## src/lrp_pkg.sv

```systemverilog
`timescale 1ns / 1ps

package lrp_pkg;

   localparam int OP_W = 1;
   localparam int SLOT_W = 8;
   localparam int VALUE_W = 32;
   localparam int PROD_W = 2 * VALUE_W;
   localparam int FRAC_W = 16;
   localparam int SUM_W = 48;
   localparam int PROB_W = 16;
   localparam int FCOUNT_W = 9;
   localparam int SCOUNT_W = 16;
   localparam int CSR_INDEX_W = 2;
   localparam int CSR_DATA_W = 32;
   localparam int CNT_W = 13;
   localparam int Z_SPAN_W = 20;

   localparam int DEFAULT_MAX_FEATURES = 256;
   localparam int DEFAULT_SIGMOID_TABLE_BITS = 10;

   localparam logic [OP_W-1:0] OP_WEIGHT = 1'b0;
   localparam logic [OP_W-1:0] OP_FEATURE = 1'b1;

   localparam logic [CSR_INDEX_W-1:0] CSR_BIAS = 2'd0;
   localparam logic [CSR_INDEX_W-1:0] CSR_FEATURE_COUNT = 2'd1;
   localparam logic [CSR_INDEX_W-1:0] CSR_SAMPLE_COUNT = 2'd2;

   typedef struct packed {
      logic first;
      logic done;
      logic last_sample;
   } tag_type;

   function automatic logic [63:0] udiv64(input logic [63:0] num, input logic [63:0] den);
      logic [64:0] rem;
      logic [63:0] quo;
      int b;
      rem = '0;
      quo = '0;
      for (b = 63; b >= 0; b--) begin
         rem = {rem[63:0], num[b]};
         if (rem >= {1'b0, den}) begin
            rem = rem - {1'b0, den};
            quo[b] = 1'b1;
         end
      end
      return quo;
   endfunction

   // e^x by Taylor series in Q32, then sigmoid in Q0.16 with rounding
   function automatic logic [PROB_W-1:0] sigmoid_entry(input int idx, input int tb);
      int k;
      int n;
      int fb;
      logic [63:0] m;
      logic [63:0] term;
      logic [63:0] e;
      logic [63:0] den;
      logic [63:0] num;
      logic [63:0] q;
      fb = tb - 4;
      k = idx - (1 << (tb - 1));
      m = 64'((k < 0) ? -k : k);
      term = 64'd1 << 32;
      e = term;
      for (n = 1; n < 200 && term != 64'd0; n++) begin
         term = udiv64(term * m, 64'(n) << fb);
         e = e + term;
      end
      den = (64'd1 << 32) + e;
      num = (k >= 0) ? e : (64'd1 << 32);
      q = udiv64((num << 16) + (den >> 1), den);
      return (q > 64'd65535) ? 16'hFFFF : q[PROB_W-1:0];
   endfunction

endpackage

```

## src/lrp_mac.sv

```systemverilog
`timescale 1ns / 1ps

module lrp_mac (
   input  logic                               clock,
   input  logic                               reset,
   input  logic                               load,
   input  logic signed [lrp_pkg::VALUE_W-1:0] value,
   input  lrp_pkg::tag_type                   tag,
   input  logic signed [lrp_pkg::VALUE_W-1:0] weight,
   input  logic signed [lrp_pkg::VALUE_W-1:0] bias,
   output logic                               head_ready,
   input  logic                               down_ready,
   output logic                               out_valid,
   output logic                               out_last_sample,
   output logic signed [lrp_pkg::SUM_W-1:0]   out_sum
);
   import lrp_pkg::*;

   localparam logic signed [SUM_W-1:0] SUM_MAX = {1'b0, {(SUM_W-1){1'b1}}};
   localparam logic signed [SUM_W-1:0] SUM_MIN = {1'b1, {(SUM_W-1){1'b0}}};

   logic                      a_valid_ff, a_valid_in;
   logic signed [VALUE_W-1:0] a_value_ff;
   tag_type                   a_tag_ff;

   logic                      b_valid_ff, b_valid_in;
   logic signed [PROD_W-1:0]  b_product_ff;
   tag_type                   b_tag_ff;

   logic                      c_valid_ff, c_valid_in;
   logic signed [SUM_W-1:0]   sum_ff, sum_in;
   tag_type                   c_tag_ff;

   logic                      a_ready, b_ready, c_ready;
   logic                      b_load, c_load;
   logic signed [SUM_W-1:0]   start;
   logic signed [PROD_W-1:0]  shifted;
   logic signed [SUM_W:0]     sum_wide;

   assign c_ready = !c_valid_ff || !c_tag_ff.done || down_ready;
   assign b_ready = !b_valid_ff || c_ready;
   assign a_ready = !a_valid_ff || b_ready;
   assign head_ready = a_ready;

   assign b_load = a_valid_ff && b_ready;
   assign c_load = b_valid_ff && c_ready;

   assign a_valid_in = load || (a_valid_ff && !b_ready);
   assign b_valid_in = b_ready ? a_valid_ff : b_valid_ff;
   assign c_valid_in = c_ready ? b_valid_ff : c_valid_ff;

   always_comb begin
      start = b_tag_ff.first ? {{(SUM_W-VALUE_W){bias[VALUE_W-1]}}, bias} : sum_ff;
      shifted = b_product_ff >>> FRAC_W;
      sum_wide = {start[SUM_W-1], start} + shifted[SUM_W:0];
      if (sum_wide[SUM_W] != sum_wide[SUM_W-1]) begin
         sum_in = sum_wide[SUM_W] ? SUM_MIN : SUM_MAX;
      end else begin
         sum_in = sum_wide[SUM_W-1:0];
      end
   end

   always_ff @(posedge clock) begin
      if (reset) begin
         a_valid_ff <= 1'b0;
         b_valid_ff <= 1'b0;
         c_valid_ff <= 1'b0;
      end else begin
         a_valid_ff <= a_valid_in;
         b_valid_ff <= b_valid_in;
         c_valid_ff <= c_valid_in;
      end
   end

   always_ff @(posedge clock) begin
      if (load) begin
         a_value_ff <= value;
         a_tag_ff <= tag;
      end
      if (b_load) begin
         b_product_ff <= a_value_ff * weight;
         b_tag_ff <= a_tag_ff;
      end
      if (c_load) begin
         sum_ff <= sum_in;
         c_tag_ff <= b_tag_ff;
      end
   end

   assign out_valid = c_valid_ff && c_tag_ff.done;
   assign out_last_sample = c_tag_ff.last_sample;
   assign out_sum = sum_ff;

endmodule

```

## config.mk

```make
export PLATFORM = sky130hd
export DESIGN_NAME = lrp_mac
export DESIGN_NICKNAME = d
export VERILOG_FILES = /design/src/lrp_pkg.sv /design/src/lrp_mac.sv
export SDC_FILE = /design/constraint.sdc
export NUM_CORES = 2
export LEC_CHECK = 0
export ABC_AREA = 1
export BUFFER_PORTS_ARGS = -buffer_cell sky130_fd_sc_hd__buf_2
export CORE_AREA = 2 2 407 449
export CTS_BUF_LIST = sky130_fd_sc_hd__clkbuf_8
export DETAILED_ROUTE_END_ITERATION = 8
export DIE_AREA = 0 0 409 451
export PLACE_DENSITY_LB_ADDON = 0.05
export RECOVER_POWER = 25
export SLEW_MARGIN = 30
export SYNTH_ARGS = -nofsm -noshare
export SYNTH_HDL_FRONTEND = slang
export SYNTH_SLANG_ARGS = --single-unit
```

## constraint.sdc

```tcl
create_clock -name clock -period 25.2 [get_ports clock]
set_input_delay 5.04 -clock clock [delete_from_list [all_inputs] [get_ports clock]]
set_output_delay 5.04 -clock clock [all_outputs]
set_load 0.02 [all_outputs]
```

==> flow_summary.yaml <==
outcome:
  outcome: "finished, violations left"
  violations: "max-capacitance violations, max-slew violations"
cts:
  cts_made_buffers: 17
  clk_latency_ns: 0.70
  cts_resized: 0
  clk_path_buf_depth: 2
  cts_tree: "done"
  path_clk_slew_ns: 0.11
  htreeDepth: 4
  cts_setup_buffers: 0
  ctsHoldBuffers: 0
  cts_root_buf: "clkbuf_8"
  clkSinkCount: 139
global_route:
  grt_use_met1_pct: 25.8
  antenna_found_initial: 8
  top_usage_layer: "met2"
  grt_pass1_wl_mm: 261
  use_met3_pct: 1.56
  gr-total-overflow: 0
  grtUsageTotal_pct: 19.1
  first_global_vias: 40000
  grt_max_degree: 51
  grt_use_met2_pct: 33.8
placement:
  hpwl_mm: 142
  place.gp.congestion: 0.863
  port_buffers: 153
routing:
  viasPerCell: 4.25
  dr_total_vias: 35000
  drt-total-wl_mm: 170
  wl_per_cell_um: 20.6
  final_antenna_net_count: 0
  first_iter_violations: 1705
  first_pass_iters: 5
  drc_errors: 0
worst_setup_path:
  critPathRequiredTime_ns: 25.61
  slowest_delay_ns: 1.08
  cpMostUsedCell: "fa_1"
  path_buf_inv: 7
  crit_slowest_cell: "fa_1"
  startpoint_type: "input pin"
  crit_family: "adder cells"
  endpoint_kind: "flip-flop"
  crit_fanout: 32
  cp.arrival_ns: 13.10
  critPathKind: "input pin to flip-flop"
die:
  core_area_sq_mm: 0.180
  die_h_um: 451
  pin_count: 154
  num_rows: 164
  die_w_um: 409
  start_util_pct: 25.8
  dieArea_sq_mm: 0.184
worst_hold_path:
  hold_class: "flip-flop to flip-flop"
sta:
  fin_hold_ws_ns: 0.427
  worst_pin_slew_ns: 3.48
  finalHoldViolations: 0
  finalCritPeriodShare_pct: 50.3
  finalMaxSlewViolations: 88
  rsz0062_at_grt: "false"
  setup_viol: 0
  fin_tns_setup_ns: 0
  clock_skew_ns: 0.0713
  relSlewSlack_pct: -132
  max_clock_freq_mhz: 78.8
  period_needed_ns: 12.68
final_layout:
  area_growth_pct: 8.14
  num-fill-cells: 19700
  fin_util_pct: 27.9
  drive_gt1_share_pct: 5.25
  nNetsFinal: 7225
yosys:
  ys_seq_area_share_pct: 8.92
  syn_inst: 5792
  synth.area.top_cells: "fa_1, inv_1, nand2_1, edfxtp_1, ha_1"
  synth_edf_count: 136
  yosysTopAreaCell: "fa_1"
  dominantRegCellSynth: "edfxtp_1"
  yosysTopAreaCellShare_pct: 46.6
  synth_area_sq_mm: 0.0465
  yosysUniqueCellTypes: 43
  postSynth.asyncResetShare_pct: 0
  synth_fp_nets: 7205
  ys_warn_count: 0
  syn_area_per_cell_sq_um: 8.03
  ys_ff_latch: 139
job:
  max_cap_viol_count: 2
==> logic make-up (layout without fill, tap and decap cells) <==
logic type	after synthesis	in the layout	synth area share, %
xor+xnor	76	76	1.43
other cells	0	3	0
mux	30	30	0.727
flops	139	139	8.92
compound gates	305	305	3.58
fa+ha+maj	1310	1310	52.7
buf+inv	1921	1954	15.6
simple gates	2011	2011	17.0
==> synth_stat cells, drive strengths merged (3+ instances only) <==
library cell	number
a21o	6
xnor2	30
a21oi	160
nand3	94
and3	3
nor2	268
mux2	30
or2	9
edfxtp	136
nand4	31
nor3	18
o21bai	23
nand3b	4
clkbuf	196
nand2	1576
inv	1713
a31oi	3
fa	1082
ha	228
a21boi	6
nor4	6
xor2	46
o21ai	97
o21a	6
dfxtp	3
buf	12
==> per-layer routing <==
metal,share of wire (%),vias to the layer above
met3,2.3,80
li1,-,16500
met4,1.1,10
met2,50,448
met5,0.030,-
met1,47,18000
==> worst reg2reg max path, stage by stage, from the launching register on <==
cell	delay [ns]
edfxtp_1	0.36
buf_4	0.39
nand2_1	0.20
inv_1	0.15
fa_1	0.46
fa_1	0.50
fa_1	1.08
inv_1	0.16
fa_1	0.61
inv_1	0.59
fa_1	0.57
fa_1	0.55
inv_1	0.05
fa_1	0.48
inv_1	0.05
fa_1	0.46
ha_1	0.41
a21oi_1	0.25
o21ai_0	0.17
a21oi_1	0.22
o21ai_0	0.12
a21oi_1	0.33
nand2_1	0.11
nand2_1	0.07
nand2_1	0.05
==> registers in the layout, indices dropped and copies added, names as in the netlist <==
| register | count |
|---|---|
| a_tag_ff | 3 |
| a_valid_ff | 1 |
| a_value_ff | 32 |
| b_product_ff | 48 |
| b_tag_ff | 3 |
| b_valid_ff | 1 |
| c_tag_ff | 1 |
| c_valid_ff | 1 |
| out_last_sample | 1 |
| out_sum | 48 |
==> worst paths after layout <==
kind,cells past startpoint,endpoint,slack [ns],start
worst max register to register,24,b_product_ff[59]$_DFFE_PP_,16.54,a_value_ff[31]$_DFFE_PP_
worst min-delay path,0,b_tag_ff[1]$_DFFE_PP_,0.43,a_tag_ff[1]$_DFFE_PP_
worst min register to register,0,b_tag_ff[1]$_DFFE_PP_,0.43,a_tag_ff[1]$_DFFE_PP_
worst max-delay path,25,b_product_ff[59]$_DFFE_PP_,12.52,weight[2]
==> metrics by stage <==
stage,area (sq um),setup slack [ns],instances
2_1_floorplan,46500,13.39,5792
4_1_cts,50300,12.48,8232
3_5_place_dp,49900,11.71,8200
6_report,50300,12.52,8235
5_1_grt,50300,11.96,8234
3_3_place_gp,49900,11.79,8200
==> cell usage in the layout, fill, tap and decap left out, types with 6 or more instances in the layout <==
cell type  count
buf_4         56
nand4_1       31
fa_1        1082
edfxtp_1     136
xnor2_1       30
buf_2        151
nor4_1         6
ha_1         228
o21ai_0       94
nand3_1       94
o21bai_1      23
a21o_1         6
or2_2          7
nand2_2        9
inv_1       1706
a21oi_1      156
inv_8          6
nand2_1     1564
nor3_1        16
clkbuf_8      17
inv_2          7
nor2_1       264
mux2_2        30
xor2_1        46
o21a_1         6
a21boi_0       6
==> cell type report <==
type | instances | area, sq um | share of cell area [%]
clock buffers | 17 | 234 | 0.465
flip-flops and latches | 139 | 4140 | 8.24
inverters | 1713 | 6430 | 12.8
clock inverters | 15 | 173 | 0.344
diodes | 3 | 7.51 | 0.0149
repair buffers | 209 | 1180 | 2.35
multi-input cells | 3732 | 35100 | 69.8
well taps | 2407 | 3010 | 5.99
Power is not shown: default switching activity piles up to over one toggle a cycle in this logic, so the estimate is an artifact.
